## config.mk

```make
export PLATFORM = sky130hd
export DESIGN_NAME = one_wire_bus_master
export DESIGN_NICKNAME = d
export VERILOG_FILES = /design/src/owbm_pkg.sv /design/src/one_wire_bus_master.sv
export VERILOG_INCLUDE_DIRS = /design/src /design/src/src
export SDC_FILE = /design/constraint.sdc
export NUM_CORES = 1
export LEC_CHECK = 0
export ABC_AREA = 1
export BUFFER_PORTS_ARGS = -buffer_cell sky130_fd_sc_hd__buf_2
export CAP_MARGIN = 30
export CORE_MARGIN = 2
export CORE_UTILIZATION = 25
export DETAILED_ROUTE_END_ITERATION = 6
export PLACE_DENSITY = 0.44
export SYNTH_ARGS = -nofsm -noshare
export SYNTH_HDL_FRONTEND = slang
export SYNTH_SLANG_ARGS = --single-unit
```

## constraint.sdc

```tcl
create_clock -name clk -period 2.6 [get_ports clk]
set_input_delay 0.26 -clock clk [delete_from_list [all_inputs] [get_ports clk]]
set_output_delay 0.26 -clock clk [all_outputs]
set_load 0.005 [all_outputs]
```

## src/one_wire_bus_master_defines.svh

```systemverilog
// assertion macros for the one-wire bus master
// each check is sampled on the rising edge of clk and held off during reset
`ifndef ONE_WIRE_BUS_MASTER_DEFINES_SVH
`define ONE_WIRE_BUS_MASTER_DEFINES_SVH

`ifndef ASSERT_OFF

`define OWBM_ASSERT(lbl, prop, msg) \
	lbl: assert property (@(posedge clk) disable iff (!arst_n) (prop)) else $error(msg);

`define OWBM_ASSERT_NEXT(lbl, trig, prop, msg) \
	lbl: assert property (@(posedge clk) disable iff (!arst_n) (trig) |=> (prop)) \
		else $error(msg);

`else

`define OWBM_ASSERT(lbl, prop, msg)

`define OWBM_ASSERT_NEXT(lbl, trig, prop, msg)

`endif

`endif

```

## src/owbm_pkg.sv

```systemverilog
`timescale 1ns / 1ps
`default_nettype none

package owbm_pkg;

	localparam int COUNT_WIDTH = 8;
	localparam int REG_WIDTH = 8;
	localparam int NUM_REGS = 8;
	localparam int REG_IDX_WIDTH = $clog2(NUM_REGS);

	typedef logic [COUNT_WIDTH-1:0] count_t;
	typedef logic [REG_WIDTH-1:0] timing_t;
	typedef logic [REG_IDX_WIDTH-1:0] reg_idx_t;

	// phase codes
	localparam logic [2:0] PH_IDLE = 3'd0;
	localparam logic [2:0] PH_RST_LOW = 3'd1;
	localparam logic [2:0] PH_RST_WAIT = 3'd2;
	localparam logic [2:0] PH_RST_TAIL = 3'd3;
	localparam logic [2:0] PH_SLOT_LOW = 3'd4;
	localparam logic [2:0] PH_SLOT_SAMPLE = 3'd5;
	localparam logic [2:0] PH_SLOT_REST = 3'd6;
	localparam logic [2:0] PH_SLOT_RECOVER = 3'd7;

	// opcodes
	localparam logic [1:0] OP_TICK = 2'd0;
	localparam logic [1:0] OP_RESET = 2'd1;
	localparam logic [1:0] OP_WRITE = 2'd2;
	localparam logic [1:0] OP_READ = 2'd3;

	// timing register indexes
	localparam reg_idx_t REG_RESET_LOW = 3'd0;
	localparam reg_idx_t REG_PRESENCE_WAIT = 3'd1;
	localparam reg_idx_t REG_RESET_TAIL = 3'd2;
	localparam reg_idx_t REG_SHORT_LOW = 3'd3;
	localparam reg_idx_t REG_LONG_LOW = 3'd4;
	localparam reg_idx_t REG_READ_SAMPLE = 3'd5;
	localparam reg_idx_t REG_SLOT_REST = 3'd6;
	localparam reg_idx_t REG_RECOVERY = 3'd7;

	localparam timing_t REG_RESET_VALS [NUM_REGS] = '{
		8'd200, 8'd40, 8'd160, 8'd4, 8'd40, 8'd4, 8'd24, 8'd4
	};

	// a zero timing still lasts one tick
	function automatic count_t at_least_one(input timing_t v);
		count_t r;
		r = COUNT_WIDTH'(v);
		if (v == '0) begin
			r = COUNT_WIDTH'(1);
		end
		return r;
	endfunction

endpackage

`default_nettype wire

```

## src/one_wire_bus_master.sv

```systemverilog
`timescale 1ns / 1ps
`default_nettype none
// One-wire bus master, stepped by requests on the s_ stream channel.
// s_tuser carries the opcode: tick, bus reset, write byte or read byte.
// s_tdata carries the byte to write and, on ticks, the sampled bus level.
// A command while idle starts an operation; commands while busy are dropped.
// Ticks advance the slot and reset timing, which comes from eight
// registers on the cfg_ port.
// Every request yields exactly one result on the m_ channel: drive_low,
// busy, done pulse, presence level and the last byte read.
// The result of a request is registered and shows on m_ in the cycle after
// it is taken. One request is taken every cycle unless the receiver stalls;
// the state update is one registered pass through the phase and countdown logic.
// The result register frees whenever m_tready is high, so s_tready follows
// m_tready while a result waits; when the receiver stalls the result holds
// and no new request is taken.
// Reset clears the state to idle, presence to one, the read byte to zero and
// loads the default timings. Timing writes must be made only while idle; nothing enforces it.
module one_wire_bus_master (
	input  wire logic                     clk,
	input  wire logic                     arst_n,
	// request channel
	input  wire logic                     s_tvalid,
	output logic                          s_tready,
	input  wire logic [15:0]              s_tdata,  // [7:0] data_byte, [8] line_level
	input  wire logic [1:0]               s_tuser,  // [1:0] opcode
	// result channel
	output logic                          m_tvalid,
	input  wire logic                     m_tready,
	output logic [15:0]                   m_tdata,  // [0] drive_low, [1] busy_res,
	                                                // [2] done_res, [3] presence_level,
	                                                // [11:4] read_data
	// timing registers
	input  wire logic                     cfg_we,
	input  wire owbm_pkg::reg_idx_t       cfg_addr,
	input  wire owbm_pkg::timing_t        cfg_wdata
);
	import owbm_pkg::*;

	timing_t    regs_q [NUM_REGS];
	logic [2:0] phase_q;
	count_t     cnt_q;
	logic [2:0] bit_cnt_q;
	logic [7:0] shift_q;
	logic [1:0] oper_q;
	logic       pres_q;
	logic [7:0] rd_hold_q;
	logic       m_valid_q;
	logic [15:0] m_data_q;

	logic [2:0] phase_d;
	count_t     cnt_d;
	logic [2:0] bit_cnt_d;
	logic [7:0] shift_d;
	logic [1:0] oper_d;
	logic       pres_d;
	logic [7:0] rd_hold_d;
	logic       done_d;
	logic       enter_rest;
	logic       enter_rec;
	logic       finish_slot;
	logic       accept;

	logic [1:0] in_op;
	logic [7:0] in_data;
	logic       in_level;

	assign in_op = s_tuser;
	assign in_data = s_tdata[7:0];
	assign in_level = s_tdata[8];

	assign s_tready = !m_valid_q || m_tready;
	assign accept = s_tvalid && s_tready;
	assign m_tvalid = m_valid_q;
	assign m_tdata = m_data_q;

	// timing registers
	always_ff @(posedge clk or negedge arst_n) begin
		if (!arst_n) begin
			for (int i = 0; i < NUM_REGS; i++) begin
				regs_q[i] <= REG_RESET_VALS[i];
			end
		end else if (cfg_we) begin
			regs_q[cfg_addr] <= cfg_wdata;
		end
	end

	// next state for one request
	always_comb begin
		phase_d = phase_q;
		cnt_d = cnt_q;
		bit_cnt_d = bit_cnt_q;
		shift_d = shift_q;
		oper_d = oper_q;
		pres_d = pres_q;
		rd_hold_d = rd_hold_q;
		done_d = 1'b0;
		enter_rest = 1'b0;
		enter_rec = 1'b0;
		finish_slot = 1'b0;

		if (in_op == OP_TICK) begin
			if (phase_q != PH_IDLE) begin
				if (cnt_q > COUNT_WIDTH'(1)) begin
					cnt_d = cnt_q - COUNT_WIDTH'(1);
				end else begin
					case (phase_q)
						PH_RST_LOW: begin
							phase_d = PH_RST_WAIT;
							cnt_d = at_least_one(regs_q[REG_PRESENCE_WAIT]);
						end
						PH_RST_WAIT: begin
							pres_d = in_level;
							if (regs_q[REG_RESET_TAIL] != '0) begin
								phase_d = PH_RST_TAIL;
								cnt_d = COUNT_WIDTH'(regs_q[REG_RESET_TAIL]);
							end else begin
								phase_d = PH_IDLE;
								cnt_d = '0;
								done_d = 1'b1;
							end
						end
						PH_RST_TAIL: begin
							phase_d = PH_IDLE;
							cnt_d = '0;
							done_d = 1'b1;
						end
						PH_SLOT_LOW: begin
							if (oper_q == OP_READ) begin
								phase_d = PH_SLOT_SAMPLE;
								cnt_d = at_least_one(regs_q[REG_READ_SAMPLE]);
							end else if (shift_q[0]) begin
								enter_rest = 1'b1;
							end else begin
								enter_rec = 1'b1;
							end
						end
						PH_SLOT_SAMPLE: begin
							shift_d = {in_level, shift_q[7:1]};
							enter_rest = 1'b1;
						end
						PH_SLOT_REST: begin
							enter_rec = 1'b1;
						end
						PH_SLOT_RECOVER: begin
							finish_slot = 1'b1;
						end
						default: begin
							phase_d = PH_IDLE;
							cnt_d = '0;
						end
					endcase
				end
			end
		end else if (phase_q == PH_IDLE) begin
			oper_d = in_op;
			bit_cnt_d = '0;
			if (in_op == OP_RESET) begin
				phase_d = PH_RST_LOW;
				cnt_d = at_least_one(regs_q[REG_RESET_LOW]);
			end else begin
				shift_d = (in_op == OP_WRITE) ? in_data : 8'h00;
				phase_d = PH_SLOT_LOW;
				if (in_op == OP_READ) begin
					cnt_d = COUNT_WIDTH'(1);
				end else begin
					cnt_d = at_least_one(shift_d[0] ? regs_q[REG_SHORT_LOW]
						: regs_q[REG_LONG_LOW]);
				end
			end
		end

		// rest phase, skipped when its time is zero
		if (enter_rest) begin
			if (regs_q[REG_SLOT_REST] != '0) begin
				phase_d = PH_SLOT_REST;
				cnt_d = COUNT_WIDTH'(regs_q[REG_SLOT_REST]);
			end else begin
				enter_rec = 1'b1;
			end
		end

		// recovery phase, skipped when its time is zero
		if (enter_rec) begin
			if (regs_q[REG_RECOVERY] != '0) begin
				phase_d = PH_SLOT_RECOVER;
				cnt_d = COUNT_WIDTH'(regs_q[REG_RECOVERY]);
			end else begin
				finish_slot = 1'b1;
			end
		end

		// close the bit slot: next bit or end of byte
		if (finish_slot) begin
			if (oper_q != OP_READ) begin
				shift_d = {1'b0, shift_d[7:1]};
			end
			if (bit_cnt_q == 3'd7) begin
				bit_cnt_d = '0;
				if (oper_q == OP_READ) begin
					rd_hold_d = shift_d;
				end
				phase_d = PH_IDLE;
				cnt_d = '0;
				done_d = 1'b1;
			end else begin
				bit_cnt_d = bit_cnt_q + 3'd1;
				phase_d = PH_SLOT_LOW;
				if (oper_q == OP_READ) begin
					cnt_d = COUNT_WIDTH'(1);
				end else begin
					cnt_d = at_least_one(shift_d[0] ? regs_q[REG_SHORT_LOW]
						: regs_q[REG_LONG_LOW]);
				end
			end
		end
	end

	// state registers
	always_ff @(posedge clk or negedge arst_n) begin
		if (!arst_n) begin
			phase_q <= PH_IDLE;
			cnt_q <= '0;
			bit_cnt_q <= '0;
			shift_q <= '0;
			oper_q <= OP_TICK;
			pres_q <= 1'b1;
			rd_hold_q <= '0;
		end else if (accept) begin
			phase_q <= phase_d;
			cnt_q <= cnt_d;
			bit_cnt_q <= bit_cnt_d;
			shift_q <= shift_d;
			oper_q <= oper_d;
			pres_q <= pres_d;
			rd_hold_q <= rd_hold_d;
		end
	end

	// result register
	always_ff @(posedge clk or negedge arst_n) begin
		if (!arst_n) begin
			m_valid_q <= 1'b0;
		end else if (s_tready) begin
			m_valid_q <= s_tvalid;
		end
	end

	always_ff @(posedge clk) begin
		if (accept) begin
			m_data_q <= {4'h0, rd_hold_d, pres_d, done_d, (phase_d != PH_IDLE),
				((phase_d == PH_RST_LOW) || (phase_d == PH_SLOT_LOW))};
		end
	end

	// checks
`include "one_wire_bus_master_defines.svh"

	`OWBM_ASSERT(a_idle_no_count, (phase_q != PH_IDLE) || (cnt_q == '0), "idle with count left")
	`OWBM_ASSERT(a_bits_in_slot, (bit_cnt_q == '0) || (phase_q >= PH_SLOT_LOW), "bit count outside byte")
	`OWBM_ASSERT(a_done_not_busy, !(m_valid_q && m_data_q[2] && m_data_q[1]), "done while busy")
	`OWBM_ASSERT(a_drive_busy, !(m_valid_q && m_data_q[0] && !m_data_q[1]), "drive low while idle")
	`OWBM_ASSERT_NEXT(a_accept_result, accept, m_valid_q, "request gave no result")

endmodule

`default_nettype wire

```

==> run metrics <==
routed wire length per instance=15.9 um; overall die area=between 0.02 and 0.03 mm2; Die X=166 um; worst clock skew=0.0116 ns; Slew Limit Headroom=0.549; final slew viol count=0; leakage=3.60 nW; clock-pin slew of the registers on the worst-case setup and hold paths=0.08 ns; gpl congestion=0.852; worst hold path cell count=3; post-route insts no fill=1277; number of detailed-routing iterations run before antenna repair=5; Fmax achieved=416 MHz; Post-Syn Instances=around 900; setup slack of the most critical reg-to-reg path=~0.20 ns; number of max-cap violations=0; worst slew pin tran=0.675 ns; share of synthesized cell area in full adder, half adder and majority cells=0.00762; Initial Util=0.253; count of final hold-check violations=0; sort of element at the end of the critical path=register; synthesis warning total=0; final routed wirelength across all metal layers=20.3 mm; buffers added on ports=40; most frequent cells in the layout=257 x sky130_fd_sc_hd__nand2_1, 109 x sky130_fd_sc_hd__o21ai_0, 94 x sky130_fd_sc_hd__inv_1; post-route fraction of the period consumed by the critical path=0.925; Top FF cell, synth=sky130_fd_sc_hd__dfrtp_1; number of failing setup endpoints in the final timing report=0; RSZ-0062 raised after global routing=false; number of global-route vias before repair=5767; Ant. Diodes=0; post-DR vias/cell=4.65; number of instances in the placed design=between 1000 and 1500; kind of start point of the critical path=register; area used by multi-input combinational logic=~0.0031 mm2; number of nets in the layout=975; top-level I/O count=52; Mean Syn Cell Area=7.49 um2; fraction of final layout cells sized beyond drive strength 1=0.182; synthesized-area fraction occupied by xor and xnor cells=0.00534; Sequential Area=about 0.0028 mm2; CTS Buf Count=9; wire length of the first global-routing pass=32.3 mm; Max Root-Sink Buffers=2; pwr dens=865 mW/mm2; total of flip-flops plus latches after synthesis=110; overflow left after global routing=0; mux share of post-synthesis cell area=0; Starting DRT DRC Count=454; status=finished, final reports clean; reg2reg end=cnt_q[1]$_DFFE_PN0P_; Die Ht=166 um; CTS H-tree lvls=3; remaining routing DRC violations=0; Compound-Gate Fraction of Synth Area=0.187; cell area after synthesis=about 0.0066 mm2; number of antenna violations at the first check in global routing=0; Synth Area in Simple Gates=0.275; # rows=between 50 and 60; number of nets with antenna violations after detailed routing=0; critical path arrival=2.72 ns; share of flip-flops with an asynchronous set or reset after synthesis=0.891; final worst hold slack=between 0.1 and 0.15 ns; endpoint required time on the critical path=2.91 ns; synth-to-layout area growth=15.8%; detailed-placement wirelength estimate=15.5 mm; endpoint of the worst hold path=regs_q[7]$_DFFE_PN0P_; Clock Tree Root=sky130_fd_sc_hd__clkbuf_16; combinational family with the most area after synthesis=simple AND/OR/NAND/NOR gates; Netlist cell types=51; overall routing resource usage=0.150; fill count=2878; area of the placeable core=roughly 0.026 mm2; class of the tightest hold or removal check=in -> reg; part of the Yosys area used for sequential elements=0.431; total via count in the routed design=roughly 5900; area post-placement=0.00730 mm2; cells on worst reg2reg path=16; launch instance of the worst min-delay path=cfg_wdata[7]; clock period minus worst slack=2.40 ns; Crit Path Max Fanout=8; critical path class=reg -> reg; Post-Layout Inst Area=about 0.0076 mm2; number of enable-type register cells in the synthesized netlist=12; clock tree from TritonCTS=yes; leading cell type in the layout, fill and taps excluded=sky130_fd_sc_hd__nand2_1; sinks on the clock net=110; aggregate negative setup slack=0 ns; largest net degree at the start of global routing=49; worst IR drop on VDD=369 uV; launch point of the worst reg-to-reg path=cnt_q[1]$_DFFE_PN0P_; clock network latency to the later pin of the worst-skew pair=0.37 ns
[final cells by class]
type,instances,share of cell area
inverters,106,0.0536
flip-flops and latches,110,0.372
clock inverters,6,0.00625
repair buffers,81,0.0691
multi-input cells,629,0.413
well taps,335,0.0551
clock buffers,10,0.0301
[state kept, by name (all words and copies together), names as in the netlist]
register	cells
bit_cnt_q	3
cnt_q	8
m_tdata	12
m_tvalid	1
oper_q	2
phase_q	3
pres_q	1
rd_hold_q	8
regs_q	64
shift_q	8
[worst max-delay path, cell delays in order (launching register included)]
cell and delay, ns:
sky130_fd_sc_hd__dfrtp_1 0.38, sky130_fd_sc_hd__inv_1 0.12, sky130_fd_sc_hd__ha_2 0.25, sky130_fd_sc_hd__o21ai_1 0.12, sky130_fd_sc_hd__nor2_4 0.21, sky130_fd_sc_hd__nand2_2 0.11, sky130_fd_sc_hd__nor2_4 0.13, sky130_fd_sc_hd__nand2_2 0.07
sky130_fd_sc_hd__o21ai_2 0.06, sky130_fd_sc_hd__nand2_2 0.07, sky130_fd_sc_hd__nand2_4 0.13, sky130_fd_sc_hd__nand2_1 0.10, sky130_fd_sc_hd__nor2_1 0.27, sky130_fd_sc_hd__nand2_1 0.10, sky130_fd_sc_hd__nand3_1 0.09, sky130_fd_sc_hd__o21ai_0 0.08
sky130_fd_sc_hd__inv_1 0.06
[metrics by stage]
step                utilization  setup WS (ns)  power (mW)
floorplan                     -          0.356        4.35
global placement          0.282          0.129        5.23
detailed placement        0.282          0.106        5.25
CTS                       0.293         0.0927        6.64
global route              0.293        0.00594        7.09
finish                    0.293          0.195        6.58
[how the worst max path moves through the flow]
stage | startpoint | end | slack (ns) | cells after the start
after CTS | cnt_q[1]$_DFFE_PN0P_ | m_tdata[4]$_DFFE_PP_ | 0.09 | 14
after detailed placement | cnt_q[1]$_DFFE_PN0P_ | m_tdata[4]$_DFFE_PP_ | 0.11 | 14
after global placement | cnt_q[1]$_DFFE_PN0P_ | m_tdata[4]$_DFFE_PP_ | 0.13 | 14
after floorplan | cnt_q[0]$_DFFE_PN0P_ | m_tdata[5]$_DFFE_PP_ | 0.36 | 16
after global routing | cnt_q[1]$_DFFE_PN0P_ | cnt_q[1]$_DFFE_PN0P_ | 0.006 | 16
final | cnt_q[1]$_DFFE_PN0P_ | cnt_q[1]$_DFFE_PN0P_ | 0.20 | 16
[power breakdown]
part | switching (mW) | internal, mW | leakage [nW]
Combinational | 1.75 | 0.969 | 2.15
Sequential | 0.357 | 2.14 | 1.31
Clock | 0.703 | 0.662 | 0.135
Total | 2.81 | 3.77 | 3.60
[synth_stat cells, drive strengths merged (2+ instances only)]
library cell	instances	share of area
a22oi	3	0.0034
clkbuf	15	0.0086
a211oi	2	0.0023
o211ai	13	0.015
clkinv	2	0.0013
a31oi	3	0.0048
o2111ai	2	0.0027
nand4	11	0.010
nor4	3	0.0029
ha	4	0.0076
dfstp	15	0.060
nor2	68	0.045
xor2	4	0.0053
dfrtp	83	0.32
o21ai	137	0.11
nand3	42	0.040
a32oi	4	0.0053
o221ai	2	0.0027
inv	104	0.060
nor3	6	0.0088
o22ai	7	0.0067
o31ai	2	0.0023
buf	20	0.023
edfxtp	12	0.055
a21oi	35	0.028
nand2	273	0.17
[layer usage]
metal,share of wire,GRT usage,vias up
met5,0,0,-
met1,0.49,0.209,2799
li1,-,-,2993
met4,0.016,0.0397,0
met2,0.46,0.244,122
met3,0.037,0.0203,19
[kinds of logic after synthesis]
| family | after synthesis |
|---|---|
| XOR/XNOR | 4 |
| flip-flops | 110 |
| adder cells (fa/ha/maj) | 4 |
| AO/OA/AOI/OAI | 212 |
| other | 1 |
| buffers and inverters | 141 |
| AND/OR/NAND/NOR | 405 |
[what timing repair did]
item / 4_1_cts / 5_1_grt
hold buffers: 1 / 0
endpoints found under the setup margin: 0 / 13
buffers inserted: 0 / 1
hold endpoints to repair: 14 / 0
gates resized for setup: 0 / 3
Note: power is estimated with default switching activity, not from simulation.
